$ cat config.mk
export PLATFORM = sky130hd
export DESIGN_NAME = tat_den
export DESIGN_NICKNAME = d
export VERILOG_FILES = /design/src/sv/tat_pkg.sv /design/src/sv/tat_den.sv
export SDC_FILE = /design/constraint.sdc
export NUM_CORES = 2
export LEC_CHECK = 0
export ABC_AREA = 1
export ABC_CLOCK_PERIOD_IN_PS = 8500
export BUFFER_PORTS_ARGS = -buffer_cell sky130_fd_sc_hd__buf_2
export CAP_MARGIN = 0
export CORE_UTILIZATION = 42
export DETAILED_ROUTE_END_ITERATION = 8
export SLEW_MARGIN = 20
export SYNTH_ARGS = -nofsm -noshare
export SYNTH_HDL_FRONTEND = slang
export SYNTH_SLANG_ARGS = --single-unit
$ cat constraint.sdc
create_clock -name clk -period 8.5 [get_ports clk]
set_input_delay 0 -clock clk [delete_from_list [all_inputs] [get_ports clk]]
set_output_delay 0 -clock clk [all_outputs]
set_load 0.05 [all_outputs]
$ cat src/sv/tat_pkg.sv
// ----------------------------------------------------------------------------
// tat_pkg
// Shared widths, constants and types for the thermistor temperature pipeline.
// ----------------------------------------------------------------------------
package tat_pkg;

  localparam int ADC_BITS_DEF = 16;
  localparam int CODE_W       = 16;
  localparam int OHM_W        = 20;
  localparam int CK_W         = 16;
  localparam int BETA_W       = 16;
  localparam int ADDR_W       = 4;
  localparam int DATA_W       = 32;

  // register map, word index
  typedef enum logic [1:0] {
    REG_SERIES  = 2'd0,
    REG_NOMINAL = 2'd1,
    REG_NOM_CK  = 2'd2,
    REG_BETA    = 2'd3
  } reg_idx_t;

  // log2 unit: 40-bit operand, Q32 result with 6 integer bits
  localparam int X_W    = 40;
  localparam int E_W    = 6;
  localparam int FRAC_W = 32;
  localparam int LOG_W  = E_W + FRAC_W;

  localparam logic [FRAC_W-1:0] LN2_Q32 = 32'd2977044472;
  localparam int LND_W  = 39;
  localparam int TERM_W = CK_W + LND_W;
  localparam int BASE_HI_W = 23;
  localparam int DM_W   = 56;

  // long division: numerator 10*n*b in Q48 over 84 quotient bits
  localparam int NUM_W     = 36;
  localparam int DIV_STEPS = 84;
  localparam int DIV_FRAC  = 48;
  localparam int Q_W       = 40;

  localparam int MAG_W = Q_W + 1;
  localparam logic [Q_W-1:0] OFFSET_Q16 = 40'd179011584;  // 2731.5 K*10 in Q16

  localparam int T_W = 16;
  localparam logic [T_W-1:0] T_POS_SAT = 16'h7FFF;
  localparam logic [T_W-1:0] T_NEG_SAT = 16'h8000;
  localparam logic [T_W-1:0] T_ABS_ZERO = 16'hF555;       // -2731
  localparam logic [MAG_W-T_W-1:0] T_POS_MAX = 25'd32767;
  localparam logic [MAG_W-T_W-1:0] T_NEG_MAX = 25'd32768;

  typedef struct packed {
    logic valid;
    logic zero;
  } tag_t;

  typedef struct packed {
    logic [OHM_W-1:0]     series;
    logic [OHM_W-1:0]     nominal;
    logic [CK_W-1:0]      nom_ck;
    logic [BETA_W-1:0]    beta;
    logic [NUM_W-1:0]     num;
    logic [BASE_HI_W-1:0] base_hi;
  } cfg_t;

endpackage

$ cat src/sv/tat_den.sv
// ----------------------------------------------------------------------------
// tat_den
// Beta-equation denominator 100*B*2^32 +/- n*ln(R/R0), five stages.
// ----------------------------------------------------------------------------
module tat_den (
  input  logic                          clk,
  input  logic                          rst,
  input  logic                          en,
  input  logic [tat_pkg::CK_W-1:0]      nom_ck,
  input  logic [tat_pkg::BASE_HI_W-1:0] base_hi,
  input  tat_pkg::tag_t                 tag_in,
  input  logic [tat_pkg::LOG_W-1:0]     lx,
  input  logic [tat_pkg::LOG_W-1:0]     ly,
  output tat_pkg::tag_t                 tag_out,
  output logic [tat_pkg::DM_W-1:0]      dmag,
  output logic                          dneg
);

  localparam int LW = tat_pkg::LOG_W;
  localparam int FW = tat_pkg::FRAC_W;

  tat_pkg::tag_t tg [4];
  logic [LW-1:0] a1;
  logic          ln1, ln2, ln3, ln4;
  logic [LW-1:0] hi2;
  logic [FW-1:0] lo2;
  logic [2*FW-1:0] lo_full;
  logic [tat_pkg::LND_W-1:0]  lnd3;
  logic [tat_pkg::TERM_W-1:0] term4;
  logic [tat_pkg::TERM_W-1:0] base;

  assign lo_full = a1[FW-1:0] * tat_pkg::LN2_Q32;
  assign base    = {base_hi, {FW{1'b0}}};

  always_ff @(posedge clk) begin
    if (en) begin
      ln1   <= lx < ly;
      a1    <= (lx < ly) ? (ly - lx) : (lx - ly);
      ln2   <= ln1;
      hi2   <= LW'(a1[LW-1:FW]) * LW'(tat_pkg::LN2_Q32);
      lo2   <= lo_full[2*FW-1:FW];
      ln3   <= ln2;
      lnd3  <= tat_pkg::LND_W'(hi2) + tat_pkg::LND_W'(lo2);
      ln4   <= ln3;
      term4 <= nom_ck * lnd3;
      if (!ln4) begin
        dmag <= tat_pkg::DM_W'(base) + tat_pkg::DM_W'(term4);
        dneg <= 1'b0;
      end else if (base >= term4) begin
        dmag <= tat_pkg::DM_W'(base - term4);
        dneg <= 1'b0;
      end else begin
        dmag <= tat_pkg::DM_W'(term4 - base);
        dneg <= 1'b1;
      end
    end
  end

  always_ff @(posedge clk) begin
    if (rst) begin
      for (int i = 0; i < 4; i++) tg[i] <= '0;
      tag_out <= '0;
    end else if (en) begin
      tg[0] <= tag_in;
      for (int i = 1; i < 4; i++) tg[i] <= tg[i-1];
      tag_out <= tg[3];
    end
  end

endmodule

; Word-level counts from Yosys, hierarchy flattened
; Memory sizes are Yosys's and may differ from the RTL's. A register that Yosys moved wholly into a read port is not among the register bits.
; Cells that the tools add are included.
[word_totals]
regBits = 260
latchBits = 0
mem_bits_rw = 8
romBits = 0
input_bits = 120
output_inout_bits = 59
word_cells = 40
mem_count = 1
[classes]
addsub = 6
mul = 3
n_div = 0
n_lt_le_gt_ge = 2
eq_ne = 0
n_shift = 0
muxes = 13
bitwise_logic = 4
reduce_logical = 0
[memory_table]
columns = memory, depth, word_bits, read_ports, rd_ports_with_merged_regs, wr, line
row1 = tg, 4, 2, 4, 1, 4, tat_den.sv:22  ; tat_pkg::tag_t tg [4];
[ops]
columns = op, count
row1 = two-way mux 56 bit, 2
row2 = subtractor 55 x 55 -> 56 bit, 2
row3 = subtractor 38 bit, 2
row4 = "multiplier 32 x 29 -> 61 bit, second input constant", 1
row5 = adder 55 x 55 -> 56 bit, 1
row6 = >= comparator 55 bit, 1
row7 = multiplier 16 x 39 -> 55 bit, 1
row8 = adder 38 x 32 -> 39 bit, 1
row9 = < comparator 38 bit, 1
row10 = two-way mux 38 bit, 1
row11 = "multiplier 6 x 29 -> 35 bit, second input constant", 1
row12 = two-way mux 2 bit, 4
row13 = two-way mux 1 bit, 6
row14 = OR 1 bit, 4

; Longest topological paths before layout
[depth]
ltp_word = 4
mapped_depth = 29
mapped_depth_nobuf = 29

; Worst setup path before layout
; No wires, ideal clock.
[synth_timing]
path_kind = reg-to-reg
startpoint = reg a1[26]
endpoint = reg lo2[13], data pin
setup_ns = 0.262
arrival_ns = 6.071
required_ns = 8.238
setup_slack_ns = 2.166
path_stages_with_launch = 24
n_path_buf = 0
synth_period_minus_slack_ns = 6.334
path_cell_list = edfxtp_1 > inv_1 > fa_1 > inv_1 > fa_1 > fa_1 > inv_1 > fa_1 > inv_1 > fa_1 > fa_1 > fa_1 > inv_1 > fa_1 > inv_1 > ha_1 > nand2_1 > nor2_1 > inv_1 > nor2_1 > inv_1 > nor3_1 > a21oi_1 > xor2_1
[synth_between]
elab_chain_len = 1
[synth_rtl]
columns = element, line
row1 = start: declaration, tat_den.sv:23  ; logic [LW-1:0] a1;
row2 = start signal: assignment, tat_den.sv:38  ; a1 <= (lx < ly) ? (ly - lx) : (lx - ly);
row3 = multiplier 32 x 29 -> 61 bit, tat_den.sv:32  ; assign lo_full = a1[FW-1:0] * tat_pkg::LN2_Q32;
row4 = net lo_full[45], tat_den.sv:27  ; logic [2*FW-1:0] lo_full;
row5 = end signal: assignment, tat_den.sv:41  ; lo2 <= lo_full[2*FW-1:FW];
row6 = end: declaration, tat_den.sv:26  ; logic [FW-1:0] lo2;
; The timed path passes the listed nets, and every way through them passes these cells.
; A chain may end at the register's enable or synchronous reset.

; Worst setup path in the final report
[layout_timing]
startpoint = reg a1[24]
endpoint = reg lo2[11], data pin
; The elaborated chain is that of the path after synthesis.

==> implementation parameters <==
Parameter                              Value

Setup path
  Worst setup EP type ... flip-flop
  Required arrival time at the worst endpoint ... 8.91 ns
  Maximum fanout along the worst path ... 7
  Slowest CP cell ... edfxtp_1
  Element type at the critical path start ... flip-flop
  Cells along the critical path ... inv_1 > fa_1 > inv_1 > fa_1 > inv_1 > fa_1 > fa_1 > inv_1 > fa_1 > inv_1 > fa_1 > fa_1 > inv_1 > fa_1 > ha_1 > nand2_1 > nor2_1 > inv_1 > nor4_1 > nand2_1 > nand2_1 > xor2_1
  Worst Path Buf+Inv ... 7
  Maximum cell stage delay along the critical path ... 0.73 ns
  Arrival time reported for the critical path endpoint ... around 8 ns
  Worst setup path category ... reg -> reg
  Worst path top cell family by delay ... adder cells
  Library cell appearing most often on the critical path ... fa_1

Place
  Dpl cells ... 10290
  HPWL after DPL ... 191900 um
  Buffers on Ports ... ~180
  Global placement routability congestion ... 1.011

Clock tree
  CTS Root Cell ... clkbuf_16
  CTS tree ... built
  Clock transition time at the flip-flop clock pins of the worst setup and hold paths ... 0.06 ns
  Setup bufs post-CTS ... 0
  Source-to-sink clock delay at the later pin of the worst-skew pair ... roughly 0.65 ns
  H-tree depth ... 2
  Post-cts hold buffer count ... 11
  Num CTS Buffers ... 38
  Post-cts repair resize count ... 0
  Clk sinks ... 270
  Max Buffers Root-to-Sink ... 3

Logic synthesis
  Sequential fraction of the synthesis area ... 12.90%
  Async set or reset register ratio after synthesis ... 0%
  Mapped Area ... 62700 sq um
  Avg Inst Size Synth ... 7.492 sq um
  Yosys warning count ... 0
  Gate count of the mapped netlist ... ~8400
  Library cells used by synthesis ... 46
  Syn_nets ... ~10000
  Number of enable-type register cells in the synthesized netlist ... 268
  Synth Register Bits ... 270
  Most frequently used flop master after synthesis ... edfxtp_1

Timing
  Shortest period the worst path allows ... ~7.7 ns
  Max-slew violations ... 0
  Normalized max-slew margin ... roughly 23%
  Maximum achievable frequency ... approximately 130 MHz
  Hold Violations, Final ... 0
  Share of the cycle needed by the critical path after routing ... 90.24%
  Final-report setup violation count ... 0
  Tightest Pin Transition ... 1.158 ns
  TNS Setup ... 0 ns
  Skew final ... 0.05357 ns
  RSZ-0062 raised after global routing ... false

Run status
  Outcome ... finished, final reports clean

Global routing
  Total GRT Usage ... ~30%
  Sum of overflow across all layers after global routing ... 0
  First-pass GRT wire length ... 339000 um
  Pin count of the biggest net entering global routing ... between 90 and 100
  Number of global-route vias before repair ... between 50000 and 60000
  Initial antenna violation count ... 9

Routing
  Routed vias ... 53430
  DR pass1 iterations ... 6
  Post-DR wirelength/cell ... 21.62 um
  Avg Vias per Cell ... 5.152
  Residual DRC ... 0
  Post-detailed-route count of antenna-violating nets ... 0
  Total detailed-routing wirelength ... 224200 um
  First-iteration detailed-routing DRC count ... 3705

Run
  # Max-Cap Violations ... 0

Floorplan
  Number of primary I/O pins ... about 180
  Area of the die ... 150800 sq um
  Core Footprint ... 148000 sq um
  Initial core utilization ... around 42%
  Std cell rows ... roughly 140
  Chip width ... 388.4 um
  DIE HEIGHT ... 388.4 um

Final layout
  Commonest cells after routing, fill and taps aside ... 2207 x nand2_1, 2035 x inv_1, 900 x fa_1
  Fin cells ... 10370
  Count of filler cells inserted in the layout ... 15140
  Final core area utilization ... roughly 45%
  Share of post-route cells with drive strength above 1 ... 3.534%
  Area delta synth->final ... 6.163%
  Leading cell type in the layout, fill and taps excluded ... nand2_1
  Number of nets in the layout ... 10130

Min path
  Path type of the worst min-delay path ... in -> reg
[through the flow]
step	hold WS [ns]	worst slack, ns	area, sq um
6_report	0.03598	0.8296	66560
5_1_grt	0.05727	0.5210	66550
4_1_cts	0.0007169	0.8876	66540
3_5_place_dp	0.3050	0.9068	65170
3_3_place_gp	0.3026	0.8632	65170
2_1_floorplan	0.1125	2.166	62700
[worst min-delay path, delay by kind of cell]
kind | cells | cell delay (ns)
buffers and inverters | 2 | 0.26
adder cells (fa/ha/maj) | 1 | 0.19
AND/OR/NAND/NOR | 2 | 0.12
[worst paths after layout]
check | startpoint | to | slack, ns | depth (start not counted)
worst min register to register | ln1 | ln2 | 0.42 | 0
worst max register to register | a1[24] | lo2[11] | 0.83 | 22
worst max-delay path | a1[24] | lo2[11] | 0.83 | 22
worst min-delay path | base_hi[1] | dmag[33] | 0.04 | 5
[flip-flops by register name (all words and copies together) (netlist names)]
signal	count
tg	8
ln3	1
dneg	1
ln2	1
lo2	32
a1	38
term4	55
dmag	56
hi2	35
ln1	1
lnd3	39
ln4	1
tag_out	2
[area by class of cell]
cell class	count	area, sq um	area share (%)
Timing Repair Buffer	208	1166	1.752
Inverter	2043	7669	11.52
Clock inverter	23	282.8	0.4248
Multi-Input combinational cell	5845	45950	69.03
Tap cell	1930	2415	3.628
Sequential cell	270	8088	12.15
Antenna cell	8	20.02	0.03008
Clock buffer	44	973.4	1.463
[metal layers]
metal | track usage [%] | share of wire, % | up-vias
met5 | 0 | 0.0089 | -
met4 | 14.92 | 5.9 | 2
met3 | 3.019 | 4.6 | 383
met2 | 53.85 | 50 | 1503
met1 | 35.36 | 40 | 26250
li1 | - | - | 25290
[cell usage after synthesis (3+ instances only)]
library cell	instances	share of area (%)
a211oi_1	4	0.048
a21boi_0	21	0.25
a21o_1	27	0.32
a21oi_1	386	3.1
a31oi_1	22	0.22
and2_1	4	0.040
buf_2	21	0.17
buf_4	22	0.26
buf_6	5	0.090
buf_8	4	0.096
clkbuf_1	147	0.88
clkbuf_2	11	0.088
edfxtp_1	268	13
fa_1	900	29
ha_1	706	14
inv_1	2035	12
inv_2	8	0.048
nand2_1	2207	13
nand2_2	7	0.070
nand2_4	4	0.072
nand3_1	216	1.7
nand3b_1	20	0.24
nand4_1	54	0.54
nor2_1	614	3.7
nor2_2	9	0.090
nor3_1	45	0.36
nor4_1	8	0.080
o211ai_1	9	0.11
o21a_1	30	0.36
o21ai_0	260	2.1
o21ai_1	13	0.10
o21ai_2	3	0.042
o21bai_1	53	0.63
o31ai_1	3	0.036
or2_2	4	0.040
xnor2_1	34	0.47
xor2_1	171	2.4
[kinds of logic after synthesis]
logic type                 Yosys count  share of synthesized area (%)
and+or+nand+nor                   3200                          20.27
buffers and inverters             2253                          13.82
adders and majority gates         1606                          42.83
AOI/OAI and AO/OA                  834                          7.324
DFF                                270                          12.90
xor gates and xnor gates           205                          2.864
Power is left out: the tool's default activity adds up to more than one toggle a clock period on the data nets, which glitch-free logic cannot reach.
