<file path="config.mk">
export PLATFORM = sky130hd
export DESIGN_NAME = tat_cfg
export DESIGN_NICKNAME = d
export VERILOG_FILES = /design/src/sv/tat_pkg.sv /design/src/sv/tat_cfg.sv
export SDC_FILE = /design/constraint.sdc
export NUM_CORES = 1
export LEC_CHECK = 0
export BUFFER_PORTS_ARGS = -buffer_cell sky130_fd_sc_hd__buf_4
export CAP_MARGIN = 10
export CORE_ASPECT_RATIO = 0.5
export CORE_MARGIN = 2
export CORE_UTILIZATION = 33
export CTS_BUF_LIST = sky130_fd_sc_hd__clkbuf_4 sky130_fd_sc_hd__clkbuf_8 sky130_fd_sc_hd__clkbuf_16
export DETAILED_ROUTE_END_ITERATION = 7
export GPL_TIMING_DRIVEN = 0
export PLACE_DENSITY = 0.6
export SLEW_MARGIN = 20
export SYNTH_ARGS = -nofsm -noshare
export SYNTH_HDL_FRONTEND = slang
export SYNTH_SLANG_ARGS = --single-unit
</file>
<file path="constraint.sdc">
create_clock -name clk -period 16.3 [get_ports clk]
set_input_delay 2.445 -clock clk [delete_from_list [all_inputs] [get_ports clk]]
set_output_delay 2.445 -clock clk [all_outputs]
set_load 0.005 [all_outputs]
</file>
<file path="src/sv/tat_pkg.sv">
// ----------------------------------------------------------------------------
// tat_pkg
// Shared widths, constants and types for the thermistor temperature pipeline.
// ----------------------------------------------------------------------------
package tat_pkg;

  localparam int ADC_BITS_DEF = 16;
  localparam int CODE_W       = 16;
  localparam int OHM_W        = 20;
  localparam int CK_W         = 16;
  localparam int BETA_W       = 16;
  localparam int ADDR_W       = 4;
  localparam int DATA_W       = 32;

  // register map, word index
  typedef enum logic [1:0] {
    REG_SERIES  = 2'd0,
    REG_NOMINAL = 2'd1,
    REG_NOM_CK  = 2'd2,
    REG_BETA    = 2'd3
  } reg_idx_t;

  // log2 unit: 40-bit operand, Q32 result with 6 integer bits
  localparam int X_W    = 40;
  localparam int E_W    = 6;
  localparam int FRAC_W = 32;
  localparam int LOG_W  = E_W + FRAC_W;

  localparam logic [FRAC_W-1:0] LN2_Q32 = 32'd2977044472;
  localparam int LND_W  = 39;
  localparam int TERM_W = CK_W + LND_W;
  localparam int BASE_HI_W = 23;
  localparam int DM_W   = 56;

  // long division: numerator 10*n*b in Q48 over 84 quotient bits
  localparam int NUM_W     = 36;
  localparam int DIV_STEPS = 84;
  localparam int DIV_FRAC  = 48;
  localparam int Q_W       = 40;

  localparam int MAG_W = Q_W + 1;
  localparam logic [Q_W-1:0] OFFSET_Q16 = 40'd179011584;  // 2731.5 K*10 in Q16

  localparam int T_W = 16;
  localparam logic [T_W-1:0] T_POS_SAT = 16'h7FFF;
  localparam logic [T_W-1:0] T_NEG_SAT = 16'h8000;
  localparam logic [T_W-1:0] T_ABS_ZERO = 16'hF555;       // -2731
  localparam logic [MAG_W-T_W-1:0] T_POS_MAX = 25'd32767;
  localparam logic [MAG_W-T_W-1:0] T_NEG_MAX = 25'd32768;

  typedef struct packed {
    logic valid;
    logic zero;
  } tag_t;

  typedef struct packed {
    logic [OHM_W-1:0]     series;
    logic [OHM_W-1:0]     nominal;
    logic [CK_W-1:0]      nom_ck;
    logic [BETA_W-1:0]    beta;
    logic [NUM_W-1:0]     num;
    logic [BASE_HI_W-1:0] base_hi;
  } cfg_t;

endpackage

</file>
<file path="src/sv/tat_cfg.sv">
// ----------------------------------------------------------------------------
// tat_cfg
// APB register file for the divider and beta parameters, plus derived terms.
// ----------------------------------------------------------------------------
module tat_cfg (
  input  logic                       clk,
  input  logic                       rst,
  input  logic                       psel,
  input  logic                       penable,
  input  logic                       pwrite,
  input  logic [tat_pkg::ADDR_W-1:0] paddr,
  input  logic [tat_pkg::DATA_W-1:0] pwdata,
  output logic [tat_pkg::DATA_W-1:0] prdata,
  output logic                       pready,
  output tat_pkg::cfg_t              cfg
);

  logic [tat_pkg::OHM_W-1:0]     series;
  logic [tat_pkg::OHM_W-1:0]     nominal;
  logic [tat_pkg::CK_W-1:0]      nom_ck;
  logic [tat_pkg::BETA_W-1:0]    beta;
  logic [31:0]                   nb;
  logic [tat_pkg::NUM_W-1:0]     num;
  logic [tat_pkg::BASE_HI_W-1:0] base_hi;
  logic                          wr;
  tat_pkg::reg_idx_t             idx;

  assign pready = 1'b1;
  assign wr     = psel && penable && pwrite;
  assign idx    = tat_pkg::reg_idx_t'(paddr[3:2]);

  always_ff @(posedge clk) begin
    if (rst) begin
      series  <= 20'd470;
      nominal <= 20'd1100;
      nom_ck  <= 16'd29315;
      beta    <= 16'd3572;
    end else if (wr) begin
      case (idx)
        tat_pkg::REG_SERIES:  series  <= pwdata[tat_pkg::OHM_W-1:0];
        tat_pkg::REG_NOMINAL: nominal <= pwdata[tat_pkg::OHM_W-1:0];
        tat_pkg::REG_NOM_CK:  nom_ck  <= pwdata[tat_pkg::CK_W-1:0];
        tat_pkg::REG_BETA:    beta    <= pwdata[tat_pkg::BETA_W-1:0];
        default: ;
      endcase
    end
  end

  // derived terms, registered: nb from nom_ck and beta, then num from nb; base_hi from beta
  always_ff @(posedge clk) begin
    nb      <= nom_ck * beta;
    num     <= {1'b0, nb, 3'b000} + {3'b000, nb, 1'b0};
    base_hi <= tat_pkg::BASE_HI_W'(beta) * tat_pkg::BASE_HI_W'(7'd100);
  end

  always_comb begin
    case (idx)
      tat_pkg::REG_SERIES:  prdata = {12'd0, series};
      tat_pkg::REG_NOMINAL: prdata = {12'd0, nominal};
      tat_pkg::REG_NOM_CK:  prdata = {16'd0, nom_ck};
      tat_pkg::REG_BETA:    prdata = {16'd0, beta};
      default:              prdata = '0;
    endcase
  end

  assign cfg.series  = series;
  assign cfg.nominal = nominal;
  assign cfg.nom_ck  = nom_ck;
  assign cfg.beta    = beta;
  assign cfg.num     = num;
  assign cfg.base_hi = base_hi;

endmodule

</file>
# After elaboration in Yosys (flattened, before gate mapping)
# Cells that the tools add are included.
[totals] romBits=0 ram_bits=0 mem_count=0 latchBits=0 inputBits=41 wordCells=21 ff_bits=161 output_inout_bits=164
[op_classes] div=0 n_eq_ne=3 reduce_logical=7 n_bitwise=0 n_shift=0 add_sub_neg=1 mul=2 n_lt_le_gt_ge=0 mux=1
[ops] cell="$pmux W32 S4" n=1
[ops] cell="$add A35 B33 Y36" n=1
[ops] cell="$mul A16 B16 Y32" n=1
[ops] cell="$mul A16 B5 Y21 const B" n=1
[ops] cell="$reduce_and A2 Y1" n=4
[ops] cell="$eq A2 B2 Y1 const B" n=2
[ops] cell="$eq A2 B1 Y1 const B" n=1
[ops] cell="$logic_and A1 B1 Y1" n=2
[ops] cell="$logic_not A2 Y1" n=1

# Logic depth before layout (Yosys ltp)
# Gate-level depths: netlist of run 1.
[logic_depth] ltp_word=3 ltp_mapped=23 mapped_depth_nobuf=21

# Worst setup path before layout of run 1
# No wires, ideal clock.
[synth_timing] kind="input to output" start="input paddr[2] (netlist bit)" end="output prdata[10] (netlist bit)" setup_slack_ps=10023 path_buffers=2 required_time_ps=13855 arrival_ps=3832 stages=3 path_cell_list="clkbuf_1 > buf_1 > mux4_2"
[synth_via] elab_chain_cells=2 word_cells_on_any_way=5 classes_between="eq/ne: 3; mux: 1; reduce/logical: 1"
[synth_lines] item="start, declared" line_no="tat_cfg.sv:11" rtl="input logic [tat_pkg::ADDR_W-1:0] paddr,"
[synth_lines] item="$eq A2 B2 Y1, or another cell as far along" line_no="tat_cfg.sv:57" rtl="case (idx)"
[synth_lines] item="$pmux W32 S4 (*)" line_no="tat_cfg.sv:57"
[synth_lines] item="end, declared" line_no="tat_cfg.sv:13" rtl="output logic [tat_pkg::DATA_W-1:0] prdata,"
# Every way passes the cells marked *; elsewhere a longest branch is shown, timed or not. The select of a mux whose other input is x is not followed.

# Final worst setup path of run 1
[layout_timing] start="register beta[10] (netlist bit)" end="register nb[30]"
[layout_via] elab_chain_cells=1
[layout_lines] item="start, declared" line_no="tat_cfg.sv:21" rtl="logic [tat_pkg::BETA_W-1:0] beta;"
[layout_lines] item="start signal, assigned" line_no="tat_cfg.sv:43" rtl="tat_pkg::REG_BETA: beta <= pwdata[tat_pkg::BETA_W-1:0];"
[layout_lines] item="$mul A16 B16 Y32" line_no="tat_cfg.sv:51" rtl="nb <= nom_ck * beta;"
[layout_lines] item="end signal, assigned" line_no="tat_cfg.sv:51"
[layout_lines] item="end, declared" line_no="tat_cfg.sv:22" rtl="logic [31:0] nb;"
# Every way passes these cells.
# A chain may end at the register's enable or synchronous reset.

==> results of run 1 <==
[layer usage]
metal	vias up	part of all wire, %
met2	376	45
met3	82	5.5
li1	6417	-
met1	6451	47
met5	-	0
met4	0	3.0
[final timing paths]
path,start,to,slack (ps),cells past startpoint
setup / recovery,beta[10],nb[30],8960,20
hold / removal,nb[1],num[2],380,0
setup reg to reg,beta[10],nb[30],8960,20
hold reg to reg,nb[1],num[2],380,0
[synthesized netlist by cell type, types with 3 or more instances]
| library cell | instances |
|---|---|
| sky130_fd_sc_hd__a211o_1 | 4 |
| sky130_fd_sc_hd__a211oi_1 | 8 |
| sky130_fd_sc_hd__a21boi_0 | 3 |
| sky130_fd_sc_hd__a21o_1 | 28 |
| sky130_fd_sc_hd__a21oi_1 | 108 |
| sky130_fd_sc_hd__a221oi_1 | 3 |
| sky130_fd_sc_hd__a31o_2 | 4 |
| sky130_fd_sc_hd__a31oi_1 | 5 |
| sky130_fd_sc_hd__and2_1 | 120 |
| sky130_fd_sc_hd__and3_1 | 6 |
| sky130_fd_sc_hd__buf_1 | 4 |
| sky130_fd_sc_hd__buf_4 | 17 |
| sky130_fd_sc_hd__clkbuf_1 | 78 |
| sky130_fd_sc_hd__dfxtp_1 | 160 |
| sky130_fd_sc_hd__fa_1 | 206 |
| sky130_fd_sc_hd__ha_1 | 187 |
| sky130_fd_sc_hd__inv_1 | 275 |
| sky130_fd_sc_hd__mux2i_1 | 5 |
| sky130_fd_sc_hd__mux4_2 | 16 |
| sky130_fd_sc_hd__nand2_1 | 336 |
| sky130_fd_sc_hd__nand2b_1 | 7 |
| sky130_fd_sc_hd__nand3_1 | 11 |
| sky130_fd_sc_hd__nand3b_1 | 26 |
| sky130_fd_sc_hd__nand4_1 | 11 |
| sky130_fd_sc_hd__nor2_1 | 37 |
| sky130_fd_sc_hd__nor2b_1 | 8 |
| sky130_fd_sc_hd__nor3_1 | 13 |
| sky130_fd_sc_hd__o211ai_1 | 8 |
| sky130_fd_sc_hd__o21a_1 | 6 |
| sky130_fd_sc_hd__o21ai_0 | 42 |
| sky130_fd_sc_hd__o21bai_1 | 6 |
| sky130_fd_sc_hd__o221ai_1 | 3 |
| sky130_fd_sc_hd__o31ai_1 | 6 |
| sky130_fd_sc_hd__o41ai_1 | 4 |
| sky130_fd_sc_hd__or2_2 | 3 |
| sky130_fd_sc_hd__or3_1 | 9 |
| sky130_fd_sc_hd__xnor2_1 | 47 |
| sky130_fd_sc_hd__xor2_1 | 21 |
[critical path, cell delays in order, from the launching register on]
cell,delay [ps]
sky130_fd_sc_hd__dfxtp_1,450
sky130_fd_sc_hd__clkbuf_1,660
sky130_fd_sc_hd__clkbuf_1,600
sky130_fd_sc_hd__nand2_1,170
sky130_fd_sc_hd__fa_1,570
sky130_fd_sc_hd__inv_1,60
sky130_fd_sc_hd__fa_1,550
sky130_fd_sc_hd__fa_1,440
sky130_fd_sc_hd__fa_1,460
sky130_fd_sc_hd__fa_1,490
sky130_fd_sc_hd__inv_1,50
sky130_fd_sc_hd__fa_1,470
sky130_fd_sc_hd__inv_1,40
sky130_fd_sc_hd__ha_1,260
sky130_fd_sc_hd__clkbuf_1,310
sky130_fd_sc_hd__nand4_1,210
sky130_fd_sc_hd__or3_1,360
sky130_fd_sc_hd__o21ai_0,380
sky130_fd_sc_hd__nor3_1,230
sky130_fd_sc_hd__o21ai_0,200
sky130_fd_sc_hd__nor3b_1,280
[cells in the final DEF, fill, tap and decap left out, types with 21 or more instances in the layout]
cell type,n
sky130_fd_sc_hd__clkbuf_1,78
sky130_fd_sc_hd__and2_1,120
sky130_fd_sc_hd__nor2_1,37
sky130_fd_sc_hd__xnor2_1,47
sky130_fd_sc_hd__a21oi_1,108
sky130_fd_sc_hd__inv_1,275
sky130_fd_sc_hd__fa_1,206
sky130_fd_sc_hd__o21ai_0,42
sky130_fd_sc_hd__a21o_1,28
sky130_fd_sc_hd__xor2_1,21
sky130_fd_sc_hd__dfxtp_1,160
sky130_fd_sc_hd__nand3b_1,26
sky130_fd_sc_hd__ha_1,187
sky130_fd_sc_hd__nand2_1,336
sky130_fd_sc_hd__buf_4,188
[where the power goes]
group | switching [mW] | total (mW) | internal, mW
clock | 0.208 | 0.419 | 0.211
combinational | 0.739 | 1.31 | 0.567
sequential | 0.0410 | 0.526 | 0.485
total | 0.988 | 2.25 | 1.26
[layout make-up]
type	instances	area [sq um]	area share, %
clock buffers	17	425	2.19
clock inverters	15	201	1.04
plain buffers	103	462	2.37
repair buffers	171	1280	6.60
inverters	275	1030	5.31
multi-input cells	1359	12000	61.8
well taps	660	826	4.25
flip-flops and latches	160	3200	16.5
[flip-flops by register name, summed over array words and instances, names as in the netlist]
name,count
series,20
nb,32
base_hi,21
beta,16
nominal,20
nom_ck,16
num,35
[logic make-up (layout without fill, tap and decap cells)]
logic type,count (synthesis),after routing,synth area share [%]
other,2,16,0.0451
muxes,21,21,2.46
adders and majority gates,393,393,38.8
AOI/OAI and AO/OA,264,264,10.0
buffers and inverters,378,581,8.97
DFF,160,160,19.2
and+or+nand+nor,597,597,16.9
xor gates and xnor gates,68,68,3.57
==> results.md, run 1 <==
- The most common flop cell mapped by yosys is sky130_fd_sc_hd__dfxtp_1.
- The die covers 0.0524 sq mm.
- Counting flops with a built-in enable in the synthesized netlist gives 0.
- Setup violations remaining at the end of the flow were counted as 0.
- The per-instance average area after synthesis is 8.85 sq um.
- For the final routed database, the setup TNS stands at 0 ps.
- CTS built an H-tree with a depth of 4.
- The headroom to the max-slew limit is 37.5%.
- The largest voltage drop on the vdd net is 0.0759 mV.
- The count of antenna diodes in the layout is 0.
- In the final routed layout, each cell accounts on average for 17.3 um.
- The count of nets after finishing is 2521.
- With fillers left out, the area of the finished cells amounts to 0.0194 sq mm.
- The number of port buffers is 171.
- For this design the static power due to leakage is 9.43 nW.
- The number of clock buffers inserted by TritonCTS is 17.
- The number of endpoints with negative hold slack in the final report was 0.
- Counting every sink on the clock net gives 160.
- The HPWL after detailed placement is 38500 um.
- The number of vias per cell is 4.83.
- Summing all placed instances gives a cell area of 0.0188 sq mm.
- The required time at the worst-slack endpoint is 16650 ps.
- The overall overflow remaining after global route is 0.
- The CTS tree is yes.
- The count of distinct cell types in the synthesized netlist is 70.
- After global routing, the most crowded layer is met2.
- The total power divided by cell area is 116 mW/mm^2.
- The CTS root buffer is sky130_fd_sc_hd__clkbuf_16.
- For the pin with the worst max-slew slack, the measured transition is 914 ps.
- The number of buffers inserted for hold repair after clock tree synthesis is 0.
- The fraction of layout instances using a drive strength above 1 is 12.2%.
- STA classifies the critical path endpoint as a register.
- The final critical path takes up 45.0% of the cycle.
- After synthesis the cells add up to 0.0167 sq mm.
- In this run, synthesis produced a sequential element count of 160.
- The peak fanout along the critical path is 10.
- The via count of the first global-routing pass came to 13.4k.
- The final hold slack is 380 ps.
- In the global route stage, met2 resource usage came out at 29.7%.
- The smallest clock period supported by the final layout is computed as 7340 ps.
- The largest net degree at the start of global routing is 21.
- At the end of routability-driven placement, the weighted congestion stood at 0.896.
- The detail route stage leaves a number of antenna-violating nets equal to 0.
- Once the floorplan was initialized, standard cells occupied 33.3% of the core.
- The chip height is 163 um.
- Fill cells in the final layout number 5100.
- After detailed routing, the number of remaining DRC violations is 0.
- Once routing completed, OpenROAD measured the worst setup slack at 8960 ps.
- In the global route stage, met3 resource usage came out at 3.27%.
- The total count of max-transition violations in the final report is 0.
- The cell accounting for the most synthesized area is sky130_fd_sc_hd__fa_1.
- The met1 global-route usage is 25.4%.
- The initial detailed-routing violation count is 1012.
- The total number of yosys warnings is 0.
- Across the routed clock network, the largest skew measured is 15.7 ps.
- Setup repair after global routing left no endpoint under its margin.
- The floorplan step defined a core boundary enclosing 0.0501 sq mm.
- The worst setup path is launched from a register.
- Once the clock tree was built, the setup fixing pass inserted 0 buffers.
- The final layout contains routed wiring with a total length of 47900 um.
- Ranked by total cell area, the synthesized netlist is headed by sky130_fd_sc_hd__fa_1, sky130_fd_sc_hd__dfxtp_1, sky130_fd_sc_hd__ha_1.
- The worst min-delay path category is reg2reg.
- In this run the core area contains 58 standard-cell rows.
- Summed over its instances, the top area cell type makes up 24.8% of the synthesized netlist area.
- Timing analysis after detailed placement gives a worst setup slack of 9040 ps.
- The first global-routing pass estimated 75600 um of wire.
- The proportion of synthesized chip area in sequential cells is 19.2%.
- The clock input transition at the sequential cells of the worst setup and hold paths is 70 ps.
- The sum of internal, switching and leakage power is 2.25 mW.
- The timing-limited maximum frequency is 136 MHz.
- Counting along the longest clock path gives a buffer depth of 2.
- The flow ran to the end, and the final reports show no timing, DRC or antenna violations.
- For the worst setup path, the data arrival time is 7690 ps.
- Including well taps, the total number of placed cells is 2728.
- The synthesized netlist cell count is 1883.
- By startpoint and endpoint, the worst setup path is classified as reg2reg.
- The post-synthesis to final-layout area growth is 16.7%.
- The clock insertion delay at the later pin of the skew report is 460 ps.
- Global routing used 18.6% of the available tracks.
- The die width is 322 um.
- Across the run, the number of max-cap violations was 0.
- Once layout is complete, the utilization of the core stands at 38.8%.
- The count of placed standard cells in the final layout, fillers left out is 2760.
- The initial antenna violation count is 0.
- The number of optimization iterations in the first detailed-route pass is 5.
- The count of boundary I/O pins is 205.
- The total via count after detailed routing is 13.3k.
- Gates resized during post-CTS repair numbered 0.
- For this run, asynchronously set or reset flops after synthesis account for 0%.
No activity file was read; power rests on OpenSTA's default activity.
==> run 2: changes to the inputs <==
==> constraint.sdc (replaced) <==
create_clock -name clk -period 7.13 [get_ports clk]
set_input_delay 1.0695 -clock clk [delete_from_list [all_inputs] [get_ports clk]]
set_output_delay 1.0695 -clock clk [all_outputs]
set_load 0.005 [all_outputs]
==> run 2 against run 1 <==
  * Hold slack got worse by 0.55 ps
  * Count of clock-buffer cells in the layout did not move
  * Sequential power rose by 130%
  * Non-clock buffer count fell by 3
  * Critical path depth fell by 1
  * Global-route usage barely moved
  * Combinational power rose by 130%
  * Critical path type unchanged
  * Fmax rose by 7.4%
  * Cell count fell by 0.11%
  * Flip-flop and latch count did not move
  * Die area did not move
  * Clock skew barely moved
==> results.md, run 2 (synthesis gave the netlist of run 1 again) <==
- The flow ran to the end, and the final reports show no timing, DRC or antenna violations.
- The final standard cell utilization of the core was 38.9% (about the same).
- The largest registers in the layout are num x35, nb x32, base_hi x21.
- The total leakage power is 9.49 nW (+0.61%).
- The wire length of the first global-routing pass was 75700 um (+0.12%).
- The largest net degree at the start of global routing is 21 (unchanged).
- The count of placed standard cells in the final layout, fillers left out was 2757 (-0.11%).
- The initial antenna violation count is 0 (unchanged).
- The final wirelength was 47500 um (-0.71%).
- The count of boundary I/O pins is 205 (unchanged).
- The kind of critical path is reg2reg.
- The fill cell total of the finished layout came to 5092 (-0.16%).
- The cell seen most often among critical-path stages is sky130_fd_sc_hd__fa_1.
- The chip height is 163 um (unchanged).
- The cell with the biggest individual delay on the critical path is sky130_fd_sc_hd__dfxtp_1.
- The final hold slack is 379 ps (-0.551 ps).
- The total via count after detailed routing was 13.4k (+0.32%).
- The clock input transition at the sequential cells of the worst setup and hold paths came to 80 ps (about the same).
- The share of the clock period used by the worst path is 95.8% (+51 points).
- The number of buffers on the longest clock path is 2 (unchanged).
- The number of rows in the core area is 58 (unchanged).
- The slew at the pin closest to its max-slew limit is 914 ps (+0.000119 ps).
- The headroom to the max-slew limit is 37.5% (unchanged).
- The required time at the worst-slack endpoint is 7480 ps (-9170 ps).
- The initial detailed-routing violation count is 881 (-13%).
- The final clock skew is 16.0 ps (+0.250 ps).
- The number of cells after detailed placement was 2728 (unchanged).
- The area of the die came to 0.0524 sq mm (unchanged).
- The average detailed-routed wire length per instance is 17.2 um (-0.60%).
- The number of vias per cell is 4.85 (+0.42%).
- Setup repair after global routing left no endpoint under its margin.
- The area of the multi-input gates is 0.0120 sq mm (about the same).
- The setup-violating endpoint count in the final report came to 0 (unchanged).
- The clock insertion delay at the later pin of the skew report is 460 ps (about the same).
- The total number of H-tree levels is 4 (unchanged).
- The die width is 322 um (unchanged).
- The number of buffers inserted for hold repair after clock tree synthesis was 0 (unchanged).
- The via count of the first global-routing pass came to 13.4k (+0.11%).
- The largest voltage drop on the vdd net is 0.172 mV (+130%).
- The register area was 0.00320 sq mm (unchanged).
- The critical path goes through clkbuf_1 > nand2_1 > fa_1 > fa_1 > inv_1 > fa_1 > fa_1 > fa_1 > inv_1 > fa_1 > inv_1 > ha_1 > clkbuf_1 > nand4_1 > or3_1 > o21ai_0 > nor3_2 > o21ai_0 > nor3b_1.
- The CTS tree is yes.
- The overall overflow remaining after global route was 0 (unchanged).
- The delay of the slowest cell on the worst path is 700 ps (+40 ps).
- The area of the placeable core is 0.0501 sq mm (unchanged).
- The arrival time of the worst setup path was 7180 ps (-510 ps).
- The count of nets after finishing is 2518 (-0.12%).
- The fraction of layout instances using a drive strength above 1 is 13.3% (+1.0 points).
- In the layout the commonest cells are sky130_fd_sc_hd__nand2_1, sky130_fd_sc_hd__inv_1, sky130_fd_sc_hd__fa_1.
- The endpoint class of the critical path is a register.
- The most common cell after layout, fill and taps aside is sky130_fd_sc_hd__nand2_1.
- The timing-limited maximum frequency is 146 MHz (+7.4%).
- The number of endpoints with negative hold slack in the final report is 0 (unchanged).
- The peak fanout along the critical path is 10 (unchanged).
- The number of clock buffers inserted by TritonCTS came to 17 (unchanged).
- The count of antenna diodes in the layout is 0 (unchanged).
- The placed wire-length estimate after detailed placement is 38500 um (unchanged).
- The total DRC errors in the routed layout is 0 (unchanged).
- The time the worst path needs with I/O delays and setup is 6830 ps (-504 ps).
- The number of sinks handled by clock tree synthesis was 160 (unchanged).
- The total track usage was 18.6% (about the same).
- CTS placed an instance of sky130_fd_sc_hd__clkbuf_16 at the clock tree root.
- The weighted congestion at the end of routability-driven global placement is 0.896 (unchanged).
- STA classifies the critical path startpoint as a register.
- The initial standard-cell utilization of the core is 33.3% (unchanged).
- The remaining antenna violation count after routing is 0 (unchanged).
- The sum of negative setup slack came to 0 ps (unchanged).
- The number of port buffers came to 171 (unchanged).
- The number of optimization iterations in the first detailed-route pass was 6 (+1).
- The total count of max-transition violations in the final report is 0 (unchanged).
- The max-cap check violation count is 0 (unchanged).
- The tightest min-delay check is of the reg2reg type.
- The number of flip-flops under the largest register name is 35 (unchanged).
- The register containing the most flip-flops in the final layout is num.
- The post-synthesis to final-layout area growth came to 16.9% (about the same).
- The total power divided by cell area is 265 mW/mm^2 (+130%).
-- run 2: path summary, 6_finish.rpt --
path                 end  slack, ps       start  depth (start not counted)
setup reg to reg  nb[30]        300  nom_ck[15]                         19
setup / recovery  nb[30]        300  nom_ck[15]                         19
hold reg to reg   num[2]        380       nb[1]                          0
hold / removal    num[2]        380       nb[1]                          0
-- run 2: routing by layer --
layer	track usage (%)	share of wire, %	wire length (um)
met2	29.8	45	21400
met1	25.4	46	21700
met3	3.34	6.2	2970
met4	6.48	3.0	1440
met5	0	0	0
-- run 2: power breakdown --
part	internal (mW)	switching, mW	total (mW)	leakage, nW
logic	1.30	1.69	2.99	7.87
registers	1.11	0.0943	1.20	1.31
clock network	0.483	0.474	0.958	0.303
-- run 2: repair_timing --
action                                  4_1_cts  5_1_grt
resized for setup                             4       34
buffers inserted                              0        0
endpoints found under the hold margin         0        0
endpoints found under the setup margin        4        5
cloned                                        0        0
-- run 2: through the flow --
| step | worst slack [ps] | cell area, sq um | total power [mW] |
|---|---|---|---|
| floorplan | 1220 | 16700 | 3.40 |
| global placement | -88.8 | 18800 | 4.18 |
| detailed placement | -126 | 18800 | 4.20 |
| CTS | 11.0 | 19500 | 5.19 |
| global route | 22.2 | 19500 | 5.65 |
| finish | 298 | 19500 | 5.15 |
-- run 2: final cells by class --
class / count / area share [%]
well taps: 660 / 4.24
clock inverters: 15 / 1.03
plain buffers: 100 / 2.44
clock buffers: 17 / 2.19
repair buffers: 171 / 6.59
inverters: 275 / 5.30
flip-flops and latches: 160 / 16.5
multi-input cells: 1359 / 61.7
-- run 2: critical path, delay by kind of cell (launching register included) --
kind | cells | cell delay, ps
AO/OA/AOI/OAI | 2 | 610
adder cells (fa/ha/maj) | 7 | 3310
AND/OR/NAND/NOR | 5 | 1180
buffers and inverters | 5 | 930
flip-flops | 1 | 700
==> run 3: changes to the inputs <==
--- a/config.mk
+++ b/config.mk
@@ -9,11 +9,11 @@
 export CAP_MARGIN = 10
 export CORE_ASPECT_RATIO = 0.5
 export CORE_MARGIN = 2
-export CORE_UTILIZATION = 33
+export CORE_UTILIZATION = 30
 export CTS_BUF_LIST = sky130_fd_sc_hd__clkbuf_4 sky130_fd_sc_hd__clkbuf_8 sky130_fd_sc_hd__clkbuf_16
 export DETAILED_ROUTE_END_ITERATION = 7
 export GPL_TIMING_DRIVEN = 0
-export PLACE_DENSITY = 0.6
+export PLACE_DENSITY = 0.57
 export SLEW_MARGIN = 20
 export SYNTH_ARGS = -nofsm -noshare
 export SYNTH_HDL_FRONTEND = slang
==> run 3 against run 2 <==
  * Critical path depth unchanged
  * Count of clock-buffer cells in the layout unchanged
  * Global-route usage down 1.5 points
  * Hold slack worse by 8.4 ps
  * Via count down 0.50%
  * First-iteration DRC count up 1.6%
  * Die area up 9.8%
  * Routed wire length up 1.8%
  * Largest power group unchanged
  * Highest routed layer unchanged
==> results.md, run 3 (synthesis gave the netlist of run 1 again) <==
- The overall overflow remaining after global route is 0 (unchanged).
- The sum of buffers and inverters on the critical path came to 4 (-1).
- The total number of H-tree levels is 4 (unchanged).
- The number of endpoints with negative hold slack in the final report is 0 (unchanged).
- The largest voltage drop on the vdd net is 0.171 mV (-0.65%).
- The signal on the critical path passes through clkbuf_1 > nand2_1 > fa_1 > fa_1 > fa_1 > inv_1 > fa_1 > fa_1 > inv_1 > fa_1 > inv_1 > ha_1 > o21a_1 > a21oi_1 > o32a_1 > o21ai_0 > nor3_2 > o21ai_0 > xor2_1.
- Broken down by cell family, the worst path's largest delay share belongs to adder cells.
- The average detailed-routed wire length per instance is 16.9 um (-1.7%).
- The count of nets after finishing is 2518 (unchanged).
- The flow ran to the end, and the final reports show no timing, DRC or antenna violations.
- The number of gates resized after cts was 5 (+1).
- The remaining antenna violation count after routing is 0 (unchanged).
- The fill cell total of the finished layout is 5707 (+12%).
- The wire length of the first global-routing pass is 75900 um (+0.31%).
- The register containing the most flip-flops in the final layout is num.
- The destination of the critical timing path is nb[24].
- The area of all placed cells without fillers came to 0.0196 sq mm (+0.69%).
- The setup-violating endpoint count in the final report is 0 (unchanged).
- The max-cap check violation count came to 0 (unchanged).
- The peak fanout along the critical path is 13 (+3).
- The total power divided by cell area is 264 mW/mm^2 (-0.27%).
- The total leakage power is 9.50 nW (+0.14%).
- The number of buffers on the longest clock path came to 2 (unchanged).
- The headroom to the max-slew limit is 41.1% (+3.5 points).
- The post-detailed-placement cell area is 0.0189 sq mm (+0.64%).
- In this run the worst setup path begins at beta[2].
- The number of gates on the worst path with buffers counted is 19 (unchanged).
- The setup slack of the worst register-to-register path is 300 ps (about the same).
- The largest net degree at the start of global routing is 21 (unchanged).
- The chip height came to 171 um (+4.8%).
- The cell seen most often among critical-path stages is sky130_fd_sc_hd__fa_1.
- The root buffer cell chosen for the clock tree is sky130_fd_sc_hd__clkbuf_16.
- The number of port buffers was 171 (unchanged).
- The initial detailed-routing violation count is 895 (+1.6%).
- The clock insertion delay at the later pin of the skew report was 460 ps (about the same).
- The area of the placeable core is 0.0552 sq mm (+10%).
- The timing-limited maximum frequency is 146 MHz (about the same).
- The final hold slack came to 371 ps (-8.42 ps).
- The final standard cell utilization of the core was 35.5% (-3.4 points).
- The fraction of layout instances using a drive strength above 1 is 13.4% (+0.19 points).
- The arrival time of the worst setup path was 7160 ps (-20 ps).
- The initial antenna violation count came to 2 (+2).
- The die width came to 337 um (+4.8%).
- The final wirelength was 48400 um (+1.8%).
- The area of the die is 0.0576 sq mm (+9.8%).
- The slew at the pin closest to its max-slew limit came to 862 ps (-51.8 ps).
- The final clock skew came to 17.4 ps (+1.46 ps).
- The placed wire-length estimate after detailed placement came to 39300 um (+2.2%).
- The count of boundary I/O pins came to 205 (unchanged).
- In this run the critical register-to-register path is launched from beta[2].
- The number of flip-flops under the largest register name is 35 (unchanged).
- The number of cells after detailed placement is 2824 (+3.5%).
- The required time at the worst-slack endpoint came to 7460 ps (-20 ps).
- The number of setup buffers added after CTS is 0 (unchanged).
- The delay of the slowest cell on the worst path was 860 ps (+160 ps).
- The number of clock buffers inserted by TritonCTS is 17 (unchanged).
- The time the worst path needs with I/O delays and setup is 6830 ps (-3.01 ps).
- The total DRC errors in the routed layout is 0 (unchanged).
- The number of optimization iterations in the first detailed-route pass is 5 (-1).
- The via count of the first global-routing pass was 13.3k (-1.2%).
- The count of placed standard cells in the final layout, fillers left out is 2854 (+3.5%).
- The total track usage is 17.2% (-1.5 points).
- The number of sinks handled by clock tree synthesis was 160 (unchanged).
- The kind of critical path is reg2reg.
- TritonCTS built the clock tree.
- The initial standard-cell utilization of the core is 30.2% (-3.1 points).
- Setup repair after global routing left no endpoint under its margin.
- STA classifies the critical path startpoint as a register.
- The most common cell after layout, fill and taps aside is sky130_fd_sc_hd__nand2_1.
- The worst min-delay path category is reg2reg.
- The number of rows in the core area is 61 (+5.2%).
- The share of the clock period used by the worst path was 95.8% (about the same).
- The cell with the biggest individual delay on the critical path is sky130_fd_sc_hd__dfxtp_1.
- The worst setup path is captured at a register.
- The number of vias per cell is 4.66 (-3.9%).
- From synthesis to final layout, the design area changed by 17.7%.
- The clock input transition at the sequential cells of the worst setup and hold paths is 80 ps (about the same).
- The largest registers in the layout are num x35, nb x32, base_hi x21.
- In this run the critical register-to-register path is captured at nb[24].
- The weighted congestion at the end of routability-driven global placement is 0.882 (-1.6%).
- The total via count after detailed routing is 13.3k (-0.50%).
- Leaving out fill and tap cells, the most frequent cells in the layout are sky130_fd_sc_hd__nand2_1, sky130_fd_sc_hd__inv_1, sky130_fd_sc_hd__fa_1.
- The number of cell instances on the worst register-to-register path was 19 (unchanged).
- The number of buffers inserted for hold repair after clock tree synthesis is 0 (unchanged).
- The total count of max-transition violations in the final report is 0 (unchanged).
run 3: changes by cell type in the layout (fill, tap and decap cells not counted), sizes merged:
| cell | previous run | this run |
|---|---|---|
| buf | 195 | 196 |
| clkbuf | 93 | 92 |
| clkinv | 7 | 8 |
| diode | 0 | 1 |
| inv | 283 | 282 |
run 3: cell type report:
class	instances	area (sq um)	share of cell area, %
buffer	100	480	2.45
clock inverter	15	209	1.07
clock buffer	17	425	2.17
inverter	275	1030	5.27
timing repair buffer	171	1280	6.55
sequential	160	3200	16.3
antenna	1	2.50	0.0128
multi-input combinational	1359	12000	61.3
tap	756	946	4.83
run 3: worst min path at each step:
stage               start  endpoint  slack, ps  cells past startpoint
floorplan           nb[0]    num[1]        340                      0
global placement    nb[0]    num[1]        360                      0
detailed placement  nb[0]    num[1]        360                      0
CTS                 nb[0]    num[1]        370                      0
global route        nb[0]    num[1]        380                      0
finish              nb[0]    num[1]        370                      0
run 3: power breakdown:
group / internal, mW / leakage [nW] / switching (mW)
logic: 1.30 / 7.88 / 1.70
registers: 1.11 / 1.31 / 0.101
clock network: 0.485 / 0.303 / 0.484
run 3: stage by stage:
step / total power [mW] / setup TNS [ps] / setup WS [ps]
finish: 5.17 / 0 / 301
global route: 5.68 / 0 / 0.0515
CTS: 5.23 / 0 / 19.0
detailed placement: 4.23 / -351 / -98.3
global placement: 4.22 / -269 / -84.0
floorplan: 3.40 / 0 / 1220
run 3: worst reg2reg max path: stages (launching register included):
cell                       delay [ps]
sky130_fd_sc_hd__dfxtp_1          860
sky130_fd_sc_hd__clkbuf_1         480
sky130_fd_sc_hd__nand2_1          150
sky130_fd_sc_hd__fa_1             510
sky130_fd_sc_hd__fa_1             560
sky130_fd_sc_hd__fa_1             550
sky130_fd_sc_hd__inv_1             60
sky130_fd_sc_hd__fa_1             500
sky130_fd_sc_hd__fa_1             540
sky130_fd_sc_hd__inv_1             50
sky130_fd_sc_hd__fa_1             520
sky130_fd_sc_hd__inv_1             40
sky130_fd_sc_hd__ha_1             380
sky130_fd_sc_hd__o21a_1           140
sky130_fd_sc_hd__a21oi_1          280
sky130_fd_sc_hd__o32a_1           180
sky130_fd_sc_hd__o21ai_0          170
sky130_fd_sc_hd__nor3_2           370
sky130_fd_sc_hd__o21ai_0          190
sky130_fd_sc_hd__xor2_1           170
run 3: routing by layer:
layer | vias up | global-route usage (%) | wire length, um | part of all wire (%)
met5 | - | 0 | 0 | 0
met4 | 0 | 6.13 | 1480 | 3.1
met3 | 73 | 3.33 | 2640 | 5.5
met2 | 339 | 27.8 | 22200 | 46
met1 | 6475 | 22.8 | 22100 | 46
li1 | 6414 | - | - | -
